[src/design/mlbbs_pkg.sv]
`timescale 1ns / 1ps
// ---------------------------------------------------------------------------
// mlbbs_pkg: shared types and constants for the LED blink/breathe scheduler
// Mode bit positions, command codes and sequencer states.
// ---------------------------------------------------------------------------
package mlbbs_pkg;

  localparam int unsigned NumLedsDef   = 8;
  localparam int unsigned MaxBrightDef = 32;
  localparam int unsigned Lanes        = 8;

  localparam int unsigned ModeOn      = 0;
  localparam int unsigned ModeBlink   = 1;
  localparam int unsigned ModeFlash   = 2;
  localparam int unsigned ModeBreathe = 3;
  localparam int unsigned ModeCont    = 4;

  typedef enum logic [2:0] {
    CMD_ON       = 3'd0,
    CMD_OFF      = 3'd1,
    CMD_TOGGLE   = 3'd2,
    CMD_BLINK    = 3'd3,
    CMD_BREATHE  = 3'd4,
    CMD_UPD_BLNK = 3'd5,
    CMD_UPD_BRTH = 3'd6,
    CMD_NONE     = 3'd7
  } cmd_e;

  typedef enum logic [2:0] {
    ST_IDLE,
    ST_WALK,
    ST_MUL,
    ST_EMIT
  } state_e;

  // Request to the shared division unit: period / 100.
  typedef struct packed {
    logic        start;
    logic [31:0] dividend;
  } div_req_t;

  typedef struct packed {
    logic        done;
    logic [31:0] quotient;
  } div_rsp_t;

endpackage

[src/design/multi_led_blink_breathe_scheduler_core.sv]
`timescale 1ns / 1ps
// ---------------------------------------------------------------------------
// multi_led_blink_breathe_scheduler_core
// Per-LED on/off, blink and breathe scheduler with wrap-safe timing.
// ---------------------------------------------------------------------------
// Usage: drive the request fields and raise start while busy is low; the
// request is taken at that rising edge.
// On, off, toggle, blink and breathe requests update the LED records at the
// accepting edge and produce no result; busy stays low, so such requests
// can follow on every cycle.
// Update requests (blink or breathe) walk the LED records through a shared
// datapath, one per cycle unless a divide step holds the walk, then emit one
// result per LED on consecutive cycles, each marked by valid_o; the last one
// carries next_wait_o, all_idle_o and last_result_o.
// Busy spans a walk step per LED, plus a divide step for each LED whose
// blink phase changes (divide by 100 through a reciprocal multiply, then
// scale by the phase percent), plus a result step per LED. The next
// request is taken in the cycle after the last result. Worst case is when
// every LED changes blink phase.
// Reset clears every LED record and the lit mask: all LEDs off.
// The receiver cannot stall; results appear exactly once, on schedule.
// ---------------------------------------------------------------------------
module multi_led_blink_breathe_scheduler_core
  import mlbbs_pkg::*;
#(
  parameter int unsigned NUM_LEDS   = NumLedsDef,
  parameter int unsigned MAX_BRIGHT = MaxBrightDef
) (
  input  logic        clk_i,
  input  logic        rst_ni,
  input  logic        start,
  output logic        busy,
  input  logic [2:0]  command_i,
  input  logic [7:0]  led_mask_i,
  input  logic [7:0]  repeat_count_i,
  input  logic [7:0]  on_percent_i,
  input  logic [31:0] cycle_period_i,
  input  logic [31:0] breathe_step_i,
  input  logic [31:0] now_time_i,
  output logic        valid_o,
  output logic [2:0]  led_index_o,
  output logic        led_lit_o,
  output logic [5:0]  brightness_o,
  output logic [7:0]  lit_mask_o,
  output logic [31:0] next_wait_o,
  output logic        all_idle_o,
  output logic        last_result_o
);

  localparam int unsigned Active = (NUM_LEDS > Lanes) ? Lanes : NUM_LEDS;
  localparam logic [5:0]  MaxB   = 6'(MAX_BRIGHT);
  localparam logic [2:0]  LastIx = 3'(Active - 1);
  localparam logic [7:0]  ActMask = 8'((9'd1 << Active) - 9'd1);

  logic [4:0]  mode_q   [Lanes];
  logic [7:0]  cyc_q    [Lanes];
  logic [6:0]  duty_q   [Lanes];
  logic [5:0]  bright_q [Lanes];
  logic [31:0] pleft_q  [Lanes];
  logic [31:0] psave_q  [Lanes];
  logic [31:0] step_q   [Lanes];
  logic [31:0] due_q    [Lanes];
  logic [7:0]  lit_q;

  state_e      state_q, state_d;
  logic [2:0]  idx_q, idx_d;
  logic        upd_blink_q;
  logic [31:0] now_q;
  logic [31:0] next_q;
  logic [31:0] bl_wait;
  logic [6:0]  pct_q;

  div_req_t div_req;
  div_rsp_t div_rsp;

  mlbbs_div100 u_div (
    .clk_i  (clk_i),
    .rst_ni (rst_ni),
    .req_i  (div_req),
    .rsp_o  (div_rsp)
  );

  cmd_e        cmd;
  logic [7:0]  mask;
  logic        accept;
  logic [4:0]  m;
  logic [31:0] diff;
  logic        due_now;
  logic        lane_act;

  assign cmd     = cmd_e'(command_i);
  assign mask    = led_mask_i & ActMask;
  assign accept  = start && !busy;
  assign busy    = (state_q != ST_IDLE);
  assign m       = mode_q[idx_q];
  assign diff    = due_q[idx_q] - now_q;
  // act only once the due time has strictly passed
  assign due_now = diff[31];
  assign lane_act = upd_blink_q ? m[ModeBlink] : m[ModeBreathe];

  // Blink phase decision for the current lane.
  logic [4:0] bl_mode;
  logic [6:0] bl_pct;
  always_comb begin
    bl_mode = m;
    bl_pct  = '0;
    if (m[ModeOn]) begin
      bl_pct  = 7'(7'd100 - duty_q[idx_q]);
      bl_mode[ModeOn] = 1'b0;
    end else if (cyc_q[idx_q] == 8'd0 && !m[ModeFlash]) begin
      bl_mode[ModeBlink] = 1'b0;
    end else begin
      bl_pct  = duty_q[idx_q];
      bl_mode[ModeOn] = 1'b1;
    end
  end

  always_comb begin
    state_d = state_q;
    idx_d   = idx_q;
    div_req.start    = 1'b0;
    div_req.dividend = psave_q[idx_q];
    unique case (state_q)
      ST_IDLE: begin
        idx_d = '0;
        if (accept && (cmd == CMD_UPD_BLNK || cmd == CMD_UPD_BRTH)) begin
          state_d = ST_WALK;
        end
      end
      ST_WALK: begin
        if (lane_act && due_now && upd_blink_q && bl_mode[ModeBlink]) begin
          div_req.start = 1'b1;
          state_d = ST_MUL;
        end else if (idx_q == LastIx) begin
          idx_d = '0;
          state_d = ST_EMIT;
        end else begin
          idx_d = idx_q + 3'd1;
        end
      end
      ST_MUL: begin
        if (div_rsp.done) begin
          if (idx_q == LastIx) begin
            idx_d = '0;
            state_d = ST_EMIT;
          end else begin
            idx_d = idx_q + 3'd1;
            state_d = ST_WALK;
          end
        end
      end
      ST_EMIT: begin
        if (idx_q == LastIx) begin
          state_d = ST_IDLE;
        end else begin
          idx_d = idx_q + 3'd1;
        end
      end
      default: state_d = ST_IDLE;
    endcase
  end

  // Minimum fold: take wait when nothing yet, or a smaller nonzero one.
  function automatic logic [31:0] fold(input logic [31:0] cur, input logic [31:0] w);
    if (cur == 32'd0 || (w != 32'd0 && w < cur)) begin
      return w;
    end
    return cur;
  endfunction

  always_ff @(posedge clk_i or negedge rst_ni) begin
    if (!rst_ni) begin
      state_q <= ST_IDLE;
      idx_q   <= '0;
      lit_q   <= '0;
      next_q  <= '0;
      for (int i = 0; i < Lanes; i++) begin
        mode_q[i]   <= '0;
        cyc_q[i]    <= '0;
        duty_q[i]   <= '0;
        bright_q[i] <= '0;
        pleft_q[i]  <= '0;
        psave_q[i]  <= '0;
        step_q[i]   <= '0;
        due_q[i]    <= '0;
      end
    end else begin
      state_q <= state_d;
      idx_q   <= idx_d;
      if (state_q == ST_IDLE && accept) begin
        next_q <= '0;
        for (int i = 0; i < Lanes; i++) begin
          if (mask[i]) begin
            priority case (cmd)
              CMD_ON: begin
                mode_q[i] <= 5'(1 << ModeOn);
                lit_q[i]  <= 1'b1;
              end
              CMD_OFF: begin
                mode_q[i] <= '0;
                lit_q[i]  <= 1'b0;
              end
              CMD_TOGGLE: begin
                mode_q[i] <= mode_q[i] ^ 5'(1 << ModeOn);
                lit_q[i]  <= ((mode_q[i] ^ 5'(1 << ModeOn)) != 5'd0);
              end
              CMD_BLINK: begin
                if (on_percent_i != 8'd0 && cycle_period_i != 32'd0) begin
                  if (on_percent_i <= 8'd100) begin
                    psave_q[i] <= cycle_period_i;
                    duty_q[i]  <= on_percent_i[6:0];
                    cyc_q[i]   <= repeat_count_i;
                    due_q[i]   <= now_time_i;
                    mode_q[i]  <= 5'(1 << ModeBlink) |
                                  ((repeat_count_i == 8'd0) ? 5'(1 << ModeFlash) : 5'd0);
                  end
                end else begin
                  mode_q[i] <= '0;
                  lit_q[i]  <= 1'b0;
                end
              end
              CMD_BREATHE: begin
                if (breathe_step_i != 32'd0 && cycle_period_i != 32'd0) begin
                  bright_q[i] <= '0;
                  pleft_q[i]  <= cycle_period_i;
                  psave_q[i]  <= cycle_period_i;
                  step_q[i]   <= breathe_step_i;
                  cyc_q[i]    <= repeat_count_i;
                  due_q[i]    <= now_time_i;
                  mode_q[i]   <= 5'(1 << ModeBreathe) |
                                 ((repeat_count_i == 8'd0) ? 5'(1 << ModeCont) : 5'd0);
                end else begin
                  mode_q[i] <= '0;
                  lit_q[i]  <= 1'b0;
                end
              end
              default: ;
            endcase
          end
        end
      end else if (state_q == ST_WALK && lane_act) begin
        if (!due_now) begin
          next_q <= fold(next_q, diff);
        end else if (upd_blink_q) begin
          if (!bl_mode[ModeBlink]) begin
            mode_q[idx_q] <= '0;
            lit_q[idx_q]  <= 1'b0;
            next_q <= fold(next_q, 32'd0);
          end else begin
            mode_q[idx_q] <= bl_mode;
            if (m[ModeOn]) begin
              lit_q[idx_q] <= 1'b0;
              if (!m[ModeFlash]) cyc_q[idx_q] <= cyc_q[idx_q] - 8'd1;
            end else begin
              lit_q[idx_q] <= 1'b1;
            end
          end
        end else begin
          if (pleft_q[idx_q] != 32'd0) begin
            bright_q[idx_q] <= (bright_q[idx_q] < MaxB) ? bright_q[idx_q] + 6'd1 : MaxB;
            lit_q[idx_q] <= 1'b1;
            pleft_q[idx_q] <= (pleft_q[idx_q] > step_q[idx_q]) ?
                              pleft_q[idx_q] - step_q[idx_q] : 32'd0;
            due_q[idx_q] <= now_q + step_q[idx_q];
            next_q <= fold(next_q, step_q[idx_q]);
          end else if (!m[ModeCont]) begin
            pleft_q[idx_q] <= psave_q[idx_q];
            cyc_q[idx_q]   <= cyc_q[idx_q] - 8'd1;
            if (cyc_q[idx_q] == 8'd1) begin
              mode_q[idx_q] <= 5'(1 << ModeOn);
              lit_q[idx_q]  <= 1'b1;
              next_q <= fold(next_q, 32'd0);
            end else begin
              due_q[idx_q] <= now_q + step_q[idx_q];
              next_q <= fold(next_q, step_q[idx_q]);
            end
          end else begin
            pleft_q[idx_q] <= psave_q[idx_q];
            due_q[idx_q] <= now_q + step_q[idx_q];
            next_q <= fold(next_q, step_q[idx_q]);
          end
        end
      end else if (state_q == ST_MUL && div_rsp.done) begin
        // wait = (period / 100) * pct
        due_q[idx_q] <= now_q + bl_wait;
        next_q <= fold(next_q, bl_wait);
      end
    end
  end

  // Capture request context and the blink phase percent.
  always_ff @(posedge clk_i) begin
    if (state_q == ST_IDLE && accept) begin
      upd_blink_q <= (cmd == CMD_UPD_BLNK);
      now_q       <= now_time_i;
    end
    if (state_q == ST_WALK) begin
      pct_q <= bl_pct;
    end
  end

  // Scale the quotient on the done cycle.
  assign bl_wait = div_rsp.quotient * {25'd0, pct_q};

  always_comb begin
    valid_o       = (state_q == ST_EMIT);
    led_index_o   = idx_q;
    led_lit_o     = lit_q[idx_q];
    brightness_o  = bright_q[idx_q];
    lit_mask_o    = lit_q;
    last_result_o = valid_o && (idx_q == LastIx);
    next_wait_o   = last_result_o ? next_q : 32'd0;
    all_idle_o    = last_result_o && (next_q == 32'd0);
  end

`ifndef ASSERT_OFF
  a_no_result_idle: assert property (@(posedge clk_i) disable iff (!rst_ni)
    !busy |-> !valid_o) else $error("result while idle");
  a_last_then_idle: assert property (@(posedge clk_i) disable iff (!rst_ni)
    last_result_o |=> !busy) else $error("busy after last result");
  a_lit_in_range: assert property (@(posedge clk_i) disable iff (!rst_ni)
    (lit_q & ~ActMask) == 8'd0) else $error("lit bit beyond LED count");
  a_idx_steps: assert property (@(posedge clk_i) disable iff (!rst_ni)
    (valid_o && !last_result_o) |=> (valid_o && idx_q == $past(idx_q) + 3'd1))
    else $error("result index skipped");
`endif

endmodule

[src/design/mlbbs_div100.sv]
`timescale 1ns / 1ps
// ---------------------------------------------------------------------------
// mlbbs_div100: divide by 100
// Reciprocal multiply with a registered quotient; a new request may start while the last one completes.
// ---------------------------------------------------------------------------
module mlbbs_div100
  import mlbbs_pkg::*;
(
  input  logic     clk_i,
  input  logic     rst_ni,
  input  div_req_t req_i,
  output div_rsp_t rsp_o
);

  // ceil(2^37 / 100): the top bits of the product give the exact floor
  // quotient for every 32-bit dividend
  localparam logic [31:0] Recip = 32'h51EB_851F;

  logic [63:0] prod;
  logic [31:0] quo_q, quo_d;
  logic        done_q, done_d;

  assign prod   = 64'(req_i.dividend) * 64'(Recip);
  assign quo_d  = req_i.start ? 32'(prod >> 37) : quo_q;
  assign done_d = req_i.start;

  always_ff @(posedge clk_i or negedge rst_ni) begin
    if (!rst_ni) begin
      done_q <= 1'b0;
    end else begin
      done_q <= done_d;
    end
  end

  always_ff @(posedge clk_i) begin
    quo_q <= quo_d;
  end

  assign rsp_o.done     = done_q;
  assign rsp_o.quotient = quo_q;

endmodule
[config.mk]
export PLATFORM = sky130hd
export DESIGN_NAME = multi_led_blink_breathe_scheduler_core
export DESIGN_NICKNAME = d
export VERILOG_FILES = /design/src/design/mlbbs_pkg.sv /design/src/design/multi_led_blink_breathe_scheduler_core.sv /design/src/design/mlbbs_div100.sv
export SDC_FILE = /design/constraint.sdc
export NUM_CORES = 2
export LEC_CHECK = 0
export BUFFER_PORTS_ARGS = -buffer_cell sky130_fd_sc_hd__buf_2
export CELL_PAD_IN_SITES_DETAIL_PLACEMENT = 2
export CELL_PAD_IN_SITES_GLOBAL_PLACEMENT = 2
export CORE_ASPECT_RATIO = 0.75
export CORE_MARGIN = 5
export CORE_UTILIZATION = 47
export CTS_CLUSTER_DIAMETER = 50
export DETAILED_ROUTE_END_ITERATION = 10
export PLACE_DENSITY_LB_ADDON = 0.1
export SKIP_CTS_REPAIR_TIMING = 1
export SYNTH_ARGS = -nofsm -noshare
export SYNTH_HDL_FRONTEND = slang
export SYNTH_SLANG_ARGS = --single-unit
[constraint.sdc]
create_clock -name clk_i -period 19.34 [get_ports clk_i]
set_input_delay 1.934 -clock clk_i [delete_from_list [all_inputs] [get_ports clk_i]]
set_output_delay 1.934 -clock clk_i [all_outputs]
set_load 0.1 [all_outputs]
After elaboration in Yosys (flattened, before gate mapping)
Cells that the tools add are included.
Widths: inputs -> output; s select.
- add/sub/neg operators: 8
- multipliers: 2
- order comparisons: 10
- equality and inequality tests: 57
- multiplexer cells: 257
- bitwise operators: 17
- reductions and logical operators: 137
- operators with widths (operator ; number):
    $mux 256 ; 13
    $mux 32 ; 54
    $bwmux 256 ; 4
    $mux 64 ; 9
    $bmux 32 s3 ; 4
    $mux 40 ; 8
    $mux 48 ; 5
    $pmux 5 s5 ; 8
    $reduce_bool 32->1 ; 6
    $mux 8 ; 23
    $reduce_and 9->1 ; 17
    $pmux 32 s2 ; 2
    $reduce_and 8->1 ; 16
    $demux 32 s3 ; 1
    $lt 32x32->1 ; 3
    $reduce_and 12->1 ; 8
    $reduce_and 6->1 ; 16
    $mux 6 ; 14
    $mux 5 ; 15
    $add 32x32->32 ; 2
    $bwmux 64 ; 1
    $sub 32x32->32 ; 2
    $mul 32x31->63 const B ; 1
    $mux 1 ; 59
    72 further kinds ; 197
- register bits after elaboration: 1345
- bits of input ports: 126
- output and inout bits: 54
- word-level logic and storage cells: 576

Logic depth before layout (Yosys ltp)
- depth after elaboration: 23
- depth in mapped cells: 39
- mapped depth without buffers: 30

By module
From an unflattened synthesis, not the netlist that was laid out.
- cells, all modules: 10129
- area, all modules: 98872.3 sq um
- by module, submodules not included (module ; instances ; cells each ; area an instance (sq um) ; sequential area each (sq um)):
    multi_led_blink_breathe_scheduler_core ; 1 ; 8332 ; 80840.0 ; 33156.8
    mlbbs_div100 ; 1 ; 1797 ; 18032.3 ; 805.8

Least setup slack after synthesis
No wires, ideal clock.
- kind: register -> register
- start: register idx_q[0] (netlist: led_index_o[0])
- end: register u_div.quo_q[25], data pin
- setup time: 0.266 ns
- data arrival time: 10.461 ns
- required time: 19.074 ns
- slack: 8.613 ns
- stages on the path, launching flop included: 38
- path buffers: 9
- clock period less this slack: 10.727 ns
- cell sequence: dfrtp_1 buf_6 buf_6 buf_6 buf_6 buf_4 buf_2 buf_4 buf_2 buf_2 mux2_2 a221oi_1 a21oi_1 a221oi_1 inv_1 fa_1 fa_1 inv_1 [2 not listed] fa_1 inv_1 fa_1 inv_1 fa_1 fa_1 ha_1 nand3_1 or4_1 a21o_1 a211o_1 a21oi_1 o211a_1 a41o_1 and4_1 o221a_2 o41ai_1 xnor2_1
- cells in the longest elaborated chain, start to end: 5
- ends and longest elaborated chain (element ; RTL line ; source):
    start: declaration ; multi_led_blink_breathe_scheduler_core.sv:66 ; logic [2:0] idx_q, idx_d;
    start signal: assignment ; multi_led_blink_breathe_scheduler_core.sv:189 ; idx_q <= idx_d;
    $not 3->4 (implied by the code) ; multi_led_blink_breathe_scheduler_core.sv:122 ; div_req.dividend = psave_q[idx_q];
    $bmux 32 s3 ; multi_led_blink_breathe_scheduler_core.sv:122 ;
    $mux 32 (implied by the code) (2 in series) ; multi_led_blink_breathe_scheduler_core.sv:122 ;
    $mul 32x31->63 ; mlbbs_div100.sv:23 ; assign prod = 64'(req_i.dividend) * 64'(Recip);
    named net u_div.prod[62] ; mlbbs_div100.sv:19 ; logic [63:0] prod;
    end signal: assignment ; mlbbs_div100.sv:36 ; quo_q <= quo_d;
    end: declaration ; mlbbs_div100.sv:20 ; logic [31:0] quo_q, quo_d;
The timed path passes the listed nets, and every way through them passes these cells. The select of a mux whose other input is x is not followed.
A chain may end at the register's enable or synchronous reset.

Final worst setup path
Same ends and word-level chain as after synthesis.

==> impl_metrics.ini <==
[yosys]
syn_area_um2 = 96000
async_flop_share_pct = 95.1
synth_cell_types = 95
synth_ff_type = dfrtp_1
netlist_instances = 9165
yosys_register_bits = 1344
yosysTopAreaCell = dfrtp_1
netlist_top_cells_area = dfrtp_1, mux2_2, fa_1
synth-edff-count = 66
syn_area_per_cell_um2 = 10.5
synth_common_cells = dfrtp_1, mux2_2, inv_1
synth_seq_area_share_pct = 35.4
yosysTopAreaCellShare_pct = 33.3
ys_warn_count = 0
synth_nets = 10473
synth.most_common_cell = dfrtp_1

[die]
die_w_um = 532
start_util_pct = 47.3
die_area_um2 = 213000
io_pins = 180
die_y_um = 401
core_um2 = 203000
fp-row-count = 143

[worst_setup_path]
crit_top_cell = fa_1
reg2reg_to = u_div.quo_q[25]$_DFFE_PP_
critPathCaptureType = flip-flop
r2r_slack_ns = 7.29
path_max_fanout = 34
crit_type = reg -> reg
crit_path_start_kind = flip-flop
critPathSlowestCell = nand3_1
cp_data_required_time_ns = 19.85
cp.arrival_ns = 12.56
r2r_start = led_index_o[0]$_DFFE_PN0P_
worstRegToRegCells = 29
critical-path-max-stage-delay_ns = 0.91

[routing]
ant_nets = 0
drtIter0Drc = 8851
wl_per_cell_um = 38.7
routed_via_density = 6.94
drt-total-wl_um = 465000
first_pass_iters = 6
vias = 83378
route.detailed.drc = 0

[global_route]
grt.total_usage_pct = 42.3
overflow = 0
grt_pass1_wl_um = 667000
grt_pass1_vias = 91322
antenna_found_initial = 40
grt_max_degree = 177

[clocking]
clock-sinks = 1344
clk_latency_ns = 0.89
cts_buffers = 162
cts-root-buf = clkbuf_16
cts_tree = yes
clk_path_buf_depth = 4
clkTransAtPathRegs_ns = 0.06
cts_max_level = 4

[final_layout]
fin_area_um2 = 106000
syn_to_final_growth_pct = 10.0
layout-drive-gt1-share_pct = 20.1
nets = 10488

[sta]
setup_slack_ns = 7.29
worst-slew-pin-transition_ns = 1.42
slew_headroom_pct = 4.14
tns_ns = 0
final_max_slew_viol_count = 0
fin_crit_ns = 12.05
fin_crit_sh_pct = 62.3
setup-violations-final = 0
rsz0062_at_grt = no
hold_viol = 0
fmax_ghz = 0.0830
fin_skew_ns = 0.120

[hold_path]
hold_start = pleft_q[249]$_DFFE_PN0P_
hold_path_class = reg -> reg
hold-path-endpoint = pleft_q[249]$_DFFE_PN0P_
hold_depth = 2

[placed_design]
gp_congestion = 0.970
dpl_cell_area_um2 = 100000
hpwl_um = 320000
port_buffers = 179
pre_cts_ws_ns = 7.60

[job]
max_cap_viol_count = 0

[run_status]
outcome = complete, no violations
cell families after synthesis:
logic type,count (synthesis),synth area share (%)
flip-flops,1344,35.4
AND/OR/NAND/NOR,1657,8.26
adder cells (fa/ha/maj),1182,19.4
XOR/XNOR,162,1.49
AO/OA/AOI/OAI,2251,15.0
buffers and inverters,1342,5.48
multiplexers,1227,14.9
cell usage in the layout (no fill, tap or decap), drive strengths merged, types with 42 or more instances in the layout:
cell,count
dfrtp,1278
mux2,1064
inv,840
o21ai,808
ha,671
nand2,592
fa,511
a21oi,377
buf,364
nor2,342
a22oi,225
clkbuf,219
and2,150
a221oi,126
xnor2,110
nand3,109
mux2i,106
a21o,106
and3,77
nor3,75
nand4,74
a31oi,69
edfxtp,66
a22o,61
nor4,60
mux4,57
o211ai,57
xor2,51
o22ai,51
o31ai,47
o21a,45
nor2b,42
worst max-delay path, delay by kind of cell, from the launching register on:
family / cells / cell delay [ns]
AOI/OAI and AO/OA: 8 / 2.00
buffers and inverters: 6 / 2.31
DFF: 1 / 0.69
xor gates and xnor gates: 1 / 0.15
adders and majority gates: 9 / 4.21
and+or+nand+nor: 5 / 2.28
through the flow:
step / instances / hold slack, ns / util [%]
after detailed placement: 11698 / 0.467 / 49.3
after CTS: 11983 / 0.481 / 52.0
after global placement: 11698 / 0.450 / 49.3
final: 12012 / 0.485 / 52.0
after floorplan: 9165 / 0.434 / -
after global routing: 11987 / 0.508 / 52.0
worst max-delay path by stage:
stage,end,cells past startpoint,slack [ns],start
finish,u_div.quo_q[25]$_DFFE_PP_,29,7.29,led_index_o[0]$_DFFE_PN0P_
global route,u_div.quo_q[25]$_DFFE_PP_,32,7.02,led_index_o[0]$_DFFE_PN0P_
detailed placement,u_div.quo_q[25]$_DFFE_PP_,32,7.60,led_index_o[0]$_DFFE_PN0P_
global placement,u_div.quo_q[25]$_DFFE_PP_,32,8.02,led_index_o[0]$_DFFE_PN0P_
floorplan,u_div.quo_q[25]$_DFFE_PP_,37,8.61,led_index_o[0]$_DFFE_PN0P_
CTS,u_div.quo_q[25]$_DFFE_PP_,30,7.48,led_index_o[0]$_DFFE_PN0P_
cell type report:
class	instances	area, um^2
antenna	29	72.6
inverter	829	3120
sequential	1344	34000
clock buffer	219	4630
timing repair buffer	364	2400
fill	20233	97300
clock inverter	66	888
multi-input combinational	6479	57100
tap	2682	3360
layer usage:
layer	vias up	share of wire (%)	global-route usage [%]
li1	32773	-	-
met1	44383	41	57.5
met2	4927	43	62.7
met3	1275	11	12.7
met5	-	0.031	0
met4	20	5.0	18.9
state kept, by name (all words and copies together), names as in the netlist, named ones only:
name          cells
upd_blink_q       1
pct_q             7
state_q           2
u_div.quo_q      26
psave_q         256
mode_q           40
cyc_q            64
now_q            32
u_div.done_q      1
next_q           32
step_q          256
bright_q         48
pleft_q         256
due_q           256
duty_q           56
led_index_o       3
Power is left out: the tool's default activity adds up to more than one toggle a clock period on the data nets, which glitch-free logic cannot reach.
